<file path="src/hdl/fpss_pkg.sv">
// Package for the flight phase safety sequencer: phase, operation and stop-cause codes,
// register map indexes and register reset values.
// No dependencies.
`timescale 1ns / 1ps

package fpss_pkg;

   typedef enum logic [2:0] {
      PH_BOOT      = 3'd0,
      PH_READY     = 3'd1,
      PH_ARMING    = 3'd2,
      PH_HOVERING  = 3'd3,
      PH_DISARMING = 3'd4,
      PH_HALTED    = 3'd5
   } phase_type;

   typedef enum logic [1:0] {
      OP_TICK      = 2'd0,
      OP_CAL_DONE  = 2'd1,
      OP_ARM_DONE  = 2'd2,
      OP_EXT_STOP  = 2'd3
   } op_type;

   typedef enum logic [1:0] {
      CAUSE_NONE = 2'd0,
      CAUSE_IMU  = 2'd1,
      CAUSE_TILT = 2'd2,
      CAUSE_EXT  = 2'd3
   } cause_type;

   typedef enum logic [1:0] {
      REG_ARM_DELAY  = 2'd0,
      REG_HOVER_DUR  = 2'd1,
      REG_TILT_LIMIT = 2'd2,
      REG_SPIN_DOWN  = 2'd3
   } reg_index_type;

   localparam int CSR_ADDR_W = 4;
   localparam int CSR_DATA_W = 32;
   localparam int TIME_W     = 32;
   localparam int ANGLE_W    = 16;
   localparam int TILT_W     = 15;
   localparam int SPIN_W     = 16;

   localparam logic [TIME_W-1:0] ARM_DELAY_RST  = '0;
   localparam logic [TIME_W-1:0] HOVER_DUR_RST  = '0;
   localparam logic [TILT_W-1:0] TILT_LIMIT_RST = 15'd7040;  // 55 degrees
   localparam logic [SPIN_W-1:0] SPIN_DOWN_RST  = 16'd1000;

endpackage

</file>
<file path="src/hdl/flight_phase_safety_sequencer.sv">
// Flight phase safety sequencer top level: input register, phase update logic,
// result register and APB-style register file. Depends on fpss_pkg.
// A transaction passes through the input register, then the result register,
// before its result can be accepted.
// Throughput: one transaction per cycle unless rsp_stall holds; the phase update
// is one compare and subtract stage between the input and result registers.
// Reset (synchronous, active high) returns phase to boot, clears the emergency
// latch, stop cause and phase start time, and loads the register reset values.
`timescale 1ns / 1ps

module flight_phase_safety_sequencer
   import fpss_pkg::*;
(
   input  logic                  clock,
   input  logic                  reset,
   // input channel
   input  logic                  req_valid,
   output logic                  req_stall,
   input  logic [1:0]            req_op,
   input  logic [TIME_W-1:0]     req_now_ms,
   input  logic                  req_imu_healthy,
   input  logic signed [ANGLE_W-1:0] req_roll_angle,
   input  logic signed [ANGLE_W-1:0] req_pitch_angle,
   // result channel
   output logic                  rsp_valid,
   input  logic                  rsp_stall,
   output logic [2:0]            rsp_phase,
   output logic                  rsp_cut_power,
   output logic                  rsp_motor_stop_pulse,
   output logic                  rsp_emergency,
   output logic [1:0]            rsp_stop_cause,
   // configuration port
   input  logic                  csr_psel,
   input  logic                  csr_penable,
   input  logic                  csr_pwrite,
   input  logic [CSR_ADDR_W-1:0] csr_paddr,
   input  logic [CSR_DATA_W-1:0] csr_pwdata,
   output logic [CSR_DATA_W-1:0] csr_prdata,
   output logic                  csr_pready
);

   // configuration registers
   logic [TIME_W-1:0] arm_delay_ff;
   logic [TIME_W-1:0] hover_dur_ff;
   logic [TILT_W-1:0] tilt_limit_ff;
   logic [SPIN_W-1:0] spin_down_ff;
   logic              csr_wr;
   reg_index_type     csr_idx;

   assign csr_pready = 1'b1;
   assign csr_wr     = csr_psel && csr_penable && csr_pwrite && csr_pready;
   assign csr_idx    = reg_index_type'(csr_paddr[3:2]);

   always_ff @(posedge clock) begin
      if (reset) begin
         arm_delay_ff  <= ARM_DELAY_RST;
         hover_dur_ff  <= HOVER_DUR_RST;
         tilt_limit_ff <= TILT_LIMIT_RST;
         spin_down_ff  <= SPIN_DOWN_RST;
      end else if (csr_wr) begin
         unique case (csr_idx)
            REG_ARM_DELAY:  arm_delay_ff  <= csr_pwdata[TIME_W-1:0];
            REG_HOVER_DUR:  hover_dur_ff  <= csr_pwdata[TIME_W-1:0];
            REG_TILT_LIMIT: tilt_limit_ff <= csr_pwdata[TILT_W-1:0];
            REG_SPIN_DOWN:  spin_down_ff  <= csr_pwdata[SPIN_W-1:0];
            default: ;
         endcase
      end
   end

   always_comb begin
      unique case (csr_idx)
         REG_ARM_DELAY:  csr_prdata = arm_delay_ff;
         REG_HOVER_DUR:  csr_prdata = hover_dur_ff;
         REG_TILT_LIMIT: csr_prdata = {{(CSR_DATA_W-TILT_W){1'b0}}, tilt_limit_ff};
         REG_SPIN_DOWN:  csr_prdata = {{(CSR_DATA_W-SPIN_W){1'b0}}, spin_down_ff};
         default:        csr_prdata = '0;
      endcase
   end

   // pipeline control
   logic in_valid_ff;
   logic out_free;
   logic req_take;
   logic advance;

   assign out_free  = !rsp_valid || !rsp_stall;
   assign advance   = in_valid_ff && out_free;
   assign req_stall = in_valid_ff && !out_free;
   assign req_take  = req_valid && !req_stall;

   // input register
   op_type                   op_ff;
   logic [TIME_W-1:0]        now_ff;
   logic                     healthy_ff;
   logic signed [ANGLE_W-1:0] roll_ff;
   logic signed [ANGLE_W-1:0] pitch_ff;

   always_ff @(posedge clock) begin
      if (reset) begin
         in_valid_ff <= 1'b0;
      end else if (req_take) begin
         in_valid_ff <= 1'b1;
      end else if (advance) begin
         in_valid_ff <= 1'b0;
      end
   end

   always_ff @(posedge clock) begin
      if (req_take) begin
         op_ff      <= op_type'(req_op);
         now_ff     <= req_now_ms;
         healthy_ff <= req_imu_healthy;
         roll_ff    <= req_roll_angle;
         pitch_ff   <= req_pitch_angle;
      end
   end

   // sequencer state
   phase_type         phase_ff, phase_in;
   logic [TIME_W-1:0] start_ff, start_in;
   logic              emerg_ff, emerg_in;
   cause_type         cause_ff, cause_in;
   logic              pulse_in;
   logic              cut_in;

   // |angle| at 17 bits so that the most negative code maps to 32768
   logic [ANGLE_W:0]  roll_mag;
   logic [ANGLE_W:0]  pitch_mag;
   logic              tilt_over;
   logic [TIME_W-1:0] elapsed;

   assign roll_mag  = roll_ff[ANGLE_W-1] ? ({1'b0, ~roll_ff} + 1'b1) : {1'b0, roll_ff};
   assign pitch_mag = pitch_ff[ANGLE_W-1] ? ({1'b0, ~pitch_ff} + 1'b1) : {1'b0, pitch_ff};
   assign tilt_over = (roll_mag > {{(ANGLE_W+1-TILT_W){1'b0}}, tilt_limit_ff}) ||
                      (pitch_mag > {{(ANGLE_W+1-TILT_W){1'b0}}, tilt_limit_ff});
   assign elapsed   = now_ff - start_ff;

   // next state
   always_comb begin
      phase_in = phase_ff;
      start_in = start_ff;
      emerg_in = emerg_ff;
      cause_in = cause_ff;
      pulse_in = 1'b0;
      unique case (op_ff)
         OP_TICK: begin
            if (phase_ff == PH_HOVERING && !healthy_ff) begin
               phase_in = PH_HALTED;
               start_in = now_ff;
               emerg_in = 1'b1;
               cause_in = CAUSE_IMU;
               pulse_in = 1'b1;
            end else if (phase_ff == PH_HOVERING && tilt_over) begin
               phase_in = PH_HALTED;
               start_in = now_ff;
               emerg_in = 1'b1;
               cause_in = CAUSE_TILT;
               pulse_in = 1'b1;
            end else begin
               unique case (phase_ff)
                  PH_READY: begin
                     if (elapsed >= arm_delay_ff) begin
                        phase_in = PH_ARMING;
                        start_in = now_ff;
                     end
                  end
                  PH_HOVERING: begin
                     if (elapsed >= hover_dur_ff) begin
                        phase_in = PH_DISARMING;
                        start_in = now_ff;
                        pulse_in = 1'b1;
                     end
                  end
                  PH_DISARMING: begin
                     if (elapsed >= {{(TIME_W-SPIN_W){1'b0}}, spin_down_ff}) begin
                        phase_in = PH_HALTED;
                        start_in = now_ff;
                     end
                  end
                  default: ;
               endcase
            end
         end
         OP_CAL_DONE: begin
            if (phase_ff == PH_BOOT) begin
               phase_in = PH_READY;
               start_in = now_ff;
            end
         end
         OP_ARM_DONE: begin
            if (phase_ff == PH_ARMING) begin
               phase_in = PH_HOVERING;
               start_in = now_ff;
            end
         end
         OP_EXT_STOP: begin
            if (phase_ff != PH_HALTED) begin
               phase_in = PH_HALTED;
               start_in = now_ff;
               emerg_in = 1'b1;
               cause_in = CAUSE_EXT;
               pulse_in = 1'b1;
            end
         end
         default: ;
      endcase
   end

   // outputs of the update
   always_comb begin
      cut_in = emerg_in || (phase_in != PH_HOVERING);
   end

   always_ff @(posedge clock) begin
      if (reset) begin
         phase_ff <= PH_BOOT;
         start_ff <= '0;
         emerg_ff <= 1'b0;
         cause_ff <= CAUSE_NONE;
      end else if (advance) begin
         phase_ff <= phase_in;
         start_ff <= start_in;
         emerg_ff <= emerg_in;
         cause_ff <= cause_in;
      end
   end

   // result register
   logic      rsp_valid_ff;
   phase_type rsp_phase_ff;
   logic      rsp_cut_ff;
   logic      rsp_pulse_ff;
   logic      rsp_emerg_ff;
   cause_type rsp_cause_ff;

   always_ff @(posedge clock) begin
      if (reset) begin
         rsp_valid_ff <= 1'b0;
      end else if (out_free) begin
         rsp_valid_ff <= in_valid_ff;
      end
   end

   always_ff @(posedge clock) begin
      if (advance) begin
         rsp_phase_ff <= phase_in;
         rsp_cut_ff   <= cut_in;
         rsp_pulse_ff <= pulse_in;
         rsp_emerg_ff <= emerg_in;
         rsp_cause_ff <= cause_in;
      end
   end

   assign rsp_valid            = rsp_valid_ff;
   assign rsp_phase            = rsp_phase_ff;
   assign rsp_cut_power        = rsp_cut_ff;
   assign rsp_motor_stop_pulse = rsp_pulse_ff;
   assign rsp_emergency        = rsp_emerg_ff;
   assign rsp_stop_cause       = rsp_cause_ff;

   // checks
   a_halted_terminal: assert property (@(posedge clock) disable iff (reset)
      (phase_ff == PH_HALTED) |=> (phase_ff == PH_HALTED))
      else $error("left halted phase");

   a_emerg_means_halted: assert property (@(posedge clock) disable iff (reset)
      emerg_ff |-> (phase_ff == PH_HALTED))
      else $error("emergency latched outside halted");

   a_cause_matches_latch: assert property (@(posedge clock) disable iff (reset)
      (cause_ff != CAUSE_NONE) == emerg_ff)
      else $error("stop cause disagrees with emergency latch");

   a_pulse_phase: assert property (@(posedge clock) disable iff (reset)
      (rsp_valid && rsp_motor_stop_pulse) |->
         (rsp_phase == PH_HALTED || rsp_phase == PH_DISARMING))
      else $error("motor stop pulse in a running phase");

   a_emerg_cuts_power: assert property (@(posedge clock) disable iff (reset)
      (rsp_valid && rsp_emergency) |-> rsp_cut_power)
      else $error("emergency result without power cut");

endmodule
</file>
<file path="config.mk">
export PLATFORM = sky130hd
export DESIGN_NAME = flight_phase_safety_sequencer
export DESIGN_NICKNAME = d
export VERILOG_FILES = /design/src/hdl/fpss_pkg.sv /design/src/hdl/flight_phase_safety_sequencer.sv
export SDC_FILE = /design/constraint.sdc
export NUM_CORES = 1
export LEC_CHECK = 0
export ABC_AREA = 1
export BUFFER_PORTS_ARGS = -buffer_cell sky130_fd_sc_hd__buf_2
export CAP_MARGIN = 10
export CORE_MARGIN = 1.5
export CORE_UTILIZATION = 60
export DETAILED_ROUTE_END_ITERATION = 7
export PLACE_DENSITY = 0.93
export SLEW_MARGIN = 20
export SYNTH_ARGS = -nofsm -noshare
export SYNTH_HDL_FRONTEND = slang
export SYNTH_SLANG_ARGS = --single-unit
export TNS_END_PERCENT = 10
</file>
<file path="constraint.sdc">
create_clock -name clock -period 4.75 [get_ports clock]
set_input_delay 0.475 -clock clock [delete_from_list [all_inputs] [get_ports clock]]
set_output_delay 0.475 -clock clock [all_outputs]
set_load 0.01 [all_outputs]
</file>
# [After elaboration in Yosys (flattened, before gate mapping)]
# Index checks and enable logic that the tools add are counted.
# W data, S select, Z words.
[totals] regBits=210 in_bits=110
[classes] add_sub_neg=3 magnitude_cmp=5 eq_ne=19 mux=39 n_bitwise=2 reduce_logical=24
[op_table] operator="$mux W32" count=8
[op_table] operator="$pmux W32 S4" count=2
[op_table] operator="$pmux W32 S3" count=1
[op_table] operator="$ge A32 B32 Y1" count=2
[op_table] operator="$add A16 B1 Y17 const B" count=2
[op_table] operator="$gt A17 B15 Y1" count=2
[op_table] operator="$mux W17" count=2
[op_table] operator="$ge A32 B16 Y1" count=1
[op_table] operator="$not A16 Y16" count=2
[op_table] operator="$sub A32 B32 Y32" count=1
[op_table] operator="$mux W3" count=8
[op_table] operator="$ne A5 B5 Y1 const B" count=3
[op_table] operator="$pmux W3 S4" count=1
[op_table] operator="$mux W1" count=10
[op_table] operator="$pmux W3 S3" count=1
[op_table] operator="$eq A2 B2 Y1 const B" count=4
[op_table] operator="$reduce_and A2 Y1" count=4
[op_table] operator="$reduce_and A8 Y1" count=1
[op_table] operator="$logic_and A1 B1 Y1" count=7
[op_table] operator="$eq A3 B2 Y1 const B" count=2
[op_table] operator="$mux W2" count=3
[op_table] operator="$ne A2 B2 Y1 const B" count=3
[op_table] operator="$ne A6 B4 Y1 const B" count=1
[op_table] operator="$logic_not A1 Y1" count=5
[op_table] operator="other kinds (11)" count=16

# [Longest topological paths before layout]
[logic_depth] depth_word=11 mapped_depth=33

# [Worst setup path before layout]
# No wires, ideal clock.
[synth_path] path_kind="register to register" startpoint="register pitch_ff[0]" endpoint="register start_ff[10]" setup_ns=0.112 arrival_ns=3.467 required_time_ns=4.638 slack_ns=1.171 path_stages_with_launch=29 n_path_buf=1 synth_period_minus_slack_ns=3.579 path_cell_list="edfxtp_1 inv_1 ha_1 inv_1 nor2_1 inv_1 nor4_1 nand2_1 o31ai_1 nand2_1 xor2_1 ha_1 nand2_1 nor2_1 a211oi_1 o211ai_1 nor2_1 nand2_1 nand2_1 nand2_1 o21ai_1 nand3_2 nand2_4 nor2_8 inv_4 nor2_8 buf_6 nor2_2 nor2_1"
[synth_via] elab_chain_len=9
[synth_lines] element="start, declared" line="flight_phase_safety_sequencer.sv:97" source="logic signed [ANGLE_W-1:0] pitch_ff;"
[synth_lines] element="start signal, assigned" line="flight_phase_safety_sequencer.sv:115" source="pitch_ff <= req_pitch_angle;"
[synth_lines] element="$not A16 Y16" line="flight_phase_safety_sequencer.sv:134" source="assign pitch_mag = pitch_ff[ANGLE_W-1] ? ({1'b0, ~pitch_ff} + 1'b1) : {1'b0, pitch_ff};"
[synth_lines] element="$add A16 B1 Y17" line="flight_phase_safety_sequencer.sv:134"
[synth_lines] element="$mux W17 *" line="flight_phase_safety_sequencer.sv:134"
[synth_lines] element="$gt A17 B15 Y1 *" line="flight_phase_safety_sequencer.sv:136" source="(pitch_mag > {{(ANGLE_W+1-TILT_W){1'b0}}, tilt_limit_ff});"
[synth_lines] element="$logic_or A1 B1 Y1 *" line="flight_phase_safety_sequencer.sv:135" source="assign tilt_over = (roll_mag > {{(ANGLE_W+1-TILT_W){1'b0}}, tilt_limit_ff}) ||"
[synth_lines] element="$logic_and A1 B1 Y1 *" line="flight_phase_safety_sequencer.sv:154" source="end else if (phase_ff == PH_HOVERING && tilt_over) begin"
[synth_lines] element="$mux W32" line="flight_phase_safety_sequencer.sv:154"
[synth_lines] element="$mux W32" line="flight_phase_safety_sequencer.sv:148" source="if (phase_ff == PH_HOVERING && !healthy_ff) begin"
[synth_lines] element="$pmux W32 S4" line="flight_phase_safety_sequencer.sv:146" source="unique case (op_ff)"
[synth_lines] element="end signal, assigned" line="flight_phase_safety_sequencer.sv:223" source="start_ff <= start_in;"
[synth_lines] element="end, declared" line="flight_phase_safety_sequencer.sv:121" source="logic [TIME_W-1:0] start_ff, start_in;"
# Every way passes the cells marked *; elsewhere a longest branch is shown, timed or not.
# A chain may end at the register's enable or synchronous reset.

# [Worst setup path in the final report]
[layout_path] startpoint="register pitch_ff[0]" endpoint="register start_ff[5]"
# Same word-level chain as after synthesis.

==> run_results.csv <==
group,metric,value,unit
outcome,outcome,"completed",
sta,max_freq,219,MHz
setup_path,max_stage_delay,0.40,ns
detailed_routing,routedWlPerCell,15.8,um
sta,finalHoldViolCount,0,
logic_synthesis,synth_edf_count,75,
clock_network,hold_buffers,0,
logic_synthesis,ys_ff_latch,210,
sta,timing.slew.headroom,19.0,%
logic_synthesis,async_flop_share,0,%
logic_synthesis,synth_top_area_share,19.1,%
logic_synthesis,yosysWarnings,0,
die,core,0.0233,sq mm
logic_synthesis,yosys.area_share.simple,24.0,%
detailed_routing,drc,0,
place,portBuffers,149,
logic_synthesis,synth_top_family_by_area,"simple AND/OR/NAND/NOR gates",
logic_synthesis,ys.flop_type,"dfxtp_1",
place,hpwl,28700,um
grt,grt_pass1_wl,59700,um
clock_network,path_clk_slew,0.06,ns
die,die_area,0.0246,sq mm
sta,period_share,96.3,%
logic_synthesis,yosys-top-cells-area,"dfxtp_1 19%, edfxtp_1 16%, ha_1 13%, nand2_1 11%, inv_1 9.0%",
logic_synthesis,synth_xor_area_share,2.47,%
sta,timing.clock.skew,0.00982,ns
sta,tightest_slew,1.21,ns
setup_path,crit_slowest_cell,"edfxtp_1",
logic_synthesis,synthCells,1957,
power_and_ir_drop,p_leak,7.54,nW
clock_network,cts_max_level,1,
setup_path,regToRegSetupSlack,0.18,ns
grt,overflow,0,
clock_network,clkLatencyLatePin,0.52,ns
place,dpl.cell_count,2381,
die,floorplan.rows,56,
grt,antenna_found_initial,1,
die,die-width,157,um
clock_network,cts_buffer_depth,3,
hold_path,hold_path.class,"in2reg",
setup_path,cpLargestDelayFamily,"simple AND/OR/NAND/NOR gates",
logic_synthesis,syn_nets,2213,
logic_synthesis,netlist_area,0.0142,sq mm
clock_network,cts_buffers,23,
finish,finalNetCount,2346,
logic_synthesis,synthMuxAreaShare,0,%
die,die_h,157,um
sta,fin_crit,4.57,ns
setup_path,rr_endpoint,"start_ff[5]",
hold_path,worst_hold_path.endpoint,"pitch_ff[10]",
hold_path,hold_path_depth,1,
clock_network,cts_tree,"yes",
detailed_routing,via_per_inst,5.66,
power_and_ir_drop,cellPowerDensity,328,mW/mm^2
setup_path,rr_worst_depth,26,
grt,grtUsageTotal,30.3,%
detailed_routing,ant_nets,0,
finish,layout-drive-gt1-share,13.3,%
setup_path,cp-end-kind,"flop",
setup_path,worstSetupPathType,"reg2reg",
detailed_routing,drtIter0Drc,1454,
logic_synthesis,seq_area_frac_synth,34.9,%
die,start_util,60.8,%
detailed_routing,routed_wl,38300,um
die,ios,153,
setup_path,startpoint_type,"flop",
finish,fin_cells,2427,
logic_synthesis,synth_top_area_cell,"dfxtp_1",
sta,finalMaxSlewViolations,0,
grt,grt_start_max_net_pins,98,
detailed_routing,drt_pre_antenna_iters,8,
logic_synthesis,synthAdderAreaFrac,12.9,%
setup_path,cp_data_required_time,5.17,ns
place,place.gp.congestion,0.935,
grt,grt_pass1_vias,12338,
finish,area_growth,12.4,%
setup_path,crit_buf_inv,5,
setup_path,rr_startpoint,"pitch_ff[0]",
flow_run,drv_cap,0,
sta,finalSetupTns,0,ns
setup_path,critPathMaxFanout,32,
detailed_routing,num_vias,13742,
sta,finalSetupViolations,0,
clock_network,cts_sinks,210,
logic_synthesis,synth-compound-area-share,14.2,%
logic_synthesis,yosys.cell_types.count,51,
setup_path,worst-endpoint-arrival,4.99,ns
clock_network,cts_root_buffer,"clkbuf_16",
power_and_ir_drop,vdd_drop_max,0.292,mV
sta,fin_hold_ws,0.123,ns
setup_path,crit_top_cell,"nand2_1",
hold_path,hp-start,"req_pitch_angle[10]",
logic_synthesis,avgSynthCellArea,7.25,sq um
## cell families after synthesis
group | count (synthesis)
and+or+nand+nor | 770
xor gates and xnor gates | 40
adders and majority gates | 146
DFF | 210
buffers and inverters | 417
AOI/OAI and AO/OA | 373
other | 1
## cells in the final DEF (no fill, tap or decap), types with 8 or more instances in the layout
| cell type | netlist | final |
|---|---|---|
| a211oi_1 | 8 | 8 |
| nand3_1 | 56 | 56 |
| nand2_1 | 414 | 414 |
| nand3b_1 | 8 | 8 |
| o22ai_1 | 17 | 17 |
| edfxtp_1 | 75 | 75 |
| inv_2 | 19 | 21 |
| nand4_1 | 62 | 62 |
| xor2_1 | 32 | 32 |
| buf_2 | 3 | 149 |
| dfxtp_1 | 135 | 135 |
| o211ai_1 | 15 | 15 |
| ha_1 | 145 | 145 |
| a21oi_1 | 170 | 170 |
| o21ai_0 | 137 | 136 |
| nor2_2 | 41 | 41 |
| xnor2_1 | 8 | 8 |
| nor2_1 | 140 | 140 |
| nor3_1 | 25 | 25 |
| inv_1 | 341 | 339 |
| buf_4 | 1 | 8 |
| clkbuf_16 | 0 | 23 |
## power breakdown
group / total [mW] / internal (mW) / switching (mW)
combinational: 1.49 / 0.538 / 0.954
sequential: 2.01 / 1.95 / 0.0531
clock: 1.74 / 1.01 / 0.731
## what timing repair did
| action | CTS | global route |
|---|---|---|
| gates cloned | 1 | 0 |
| pin swaps | 1 | 2 |
| setup buffers | 0 | 2 |
| setup endpoints to repair | 31 | 32 |
| hold endpoints to repair | 0 | 0 |
| resized for setup | 1 | 2 |
## cell usage after synthesis (4+ instances only)
library cell and number:
nand4_1 62, edfxtp_1 75, buf_6 6, o21ai_0 137
xnor2_1 8, nand3b_1 8, nand3_1 56, o21bai_1 6
nor2_2 41, xor2_1 32, nand2_2 6, nor3_1 25
nand2_1 414, o22ai_1 17, a21oi_1 170, nor2_1 140
dfxtp_1 135, inv_2 19, ha_1 145, o211ai_1 15
nor3_2 4, a211oi_1 8, inv_1 341, clkbuf_1 40
## layer usage
layer / global-route usage, % / share of wire, %
met1: 39.1 / 41
met5: 0 / 0
met3: 6.23 / 10
met2: 50.3 / 45
met4: 10.7 / 3.1
## through the flow
stage	total power [mW]	util, %	worst slack (ns)	instance area (sq um)
2_1_floorplan	3.07	-	1.17	14200
3_3_place_gp	3.38	64.9	0.383	15200
3_5_place_dp	3.47	64.9	0.134	15200
4_1_cts	5.21	68.1	0.0966	15900
5_1_grt	5.50	68.3	-0.0197	15900
6_report	5.23	68.3	0.176	15900
## how the worst max path moves through the flow
stage	from	endpoint	slack (ns)	cells after the start
after floorplan	pitch_ff[0]	start_ff[10]	1.17	28
after global placement	pitch_ff[0]	start_ff[0]	0.38	28
after detailed placement	pitch_ff[0]	start_ff[26]	0.13	27
after CTS	pitch_ff[0]	start_ff[0]	0.1	27
after global routing	pitch_ff[0]	start_ff[2]	-0.02	26
final	pitch_ff[0]	start_ff[5]	0.18	26
## cell type report
cell class              count  area, sq um
repair buffers            160          857
diodes                      1         2.50
clock buffers              32          649
flip-flops and latches    210         4950
clock inverters            10         76.3
fillers                  1872         7400
well taps                 319          399
multi-input cells        1331         7620
inverters                 364         1370
## state kept, by name (all words and copies together) (netlist names)
register,count
arm_delay_ff,32
tilt_limit_ff,15
emerg_ff,1
hover_dur_ff,32
op_ff,2
pitch_ff,16
healthy_ff,1
rsp_valid,1
now_ff,32
roll_ff,16
rsp_cut_power,1
rsp_stop_cause,2
phase_ff,3
rsp_phase,3
rsp_motor_stop_pulse,1
rsp_emergency,1
spin_down_ff,16
in_valid_ff,1
cause_ff,2
start_ff,32
Power figures use the tool's default switching activity.
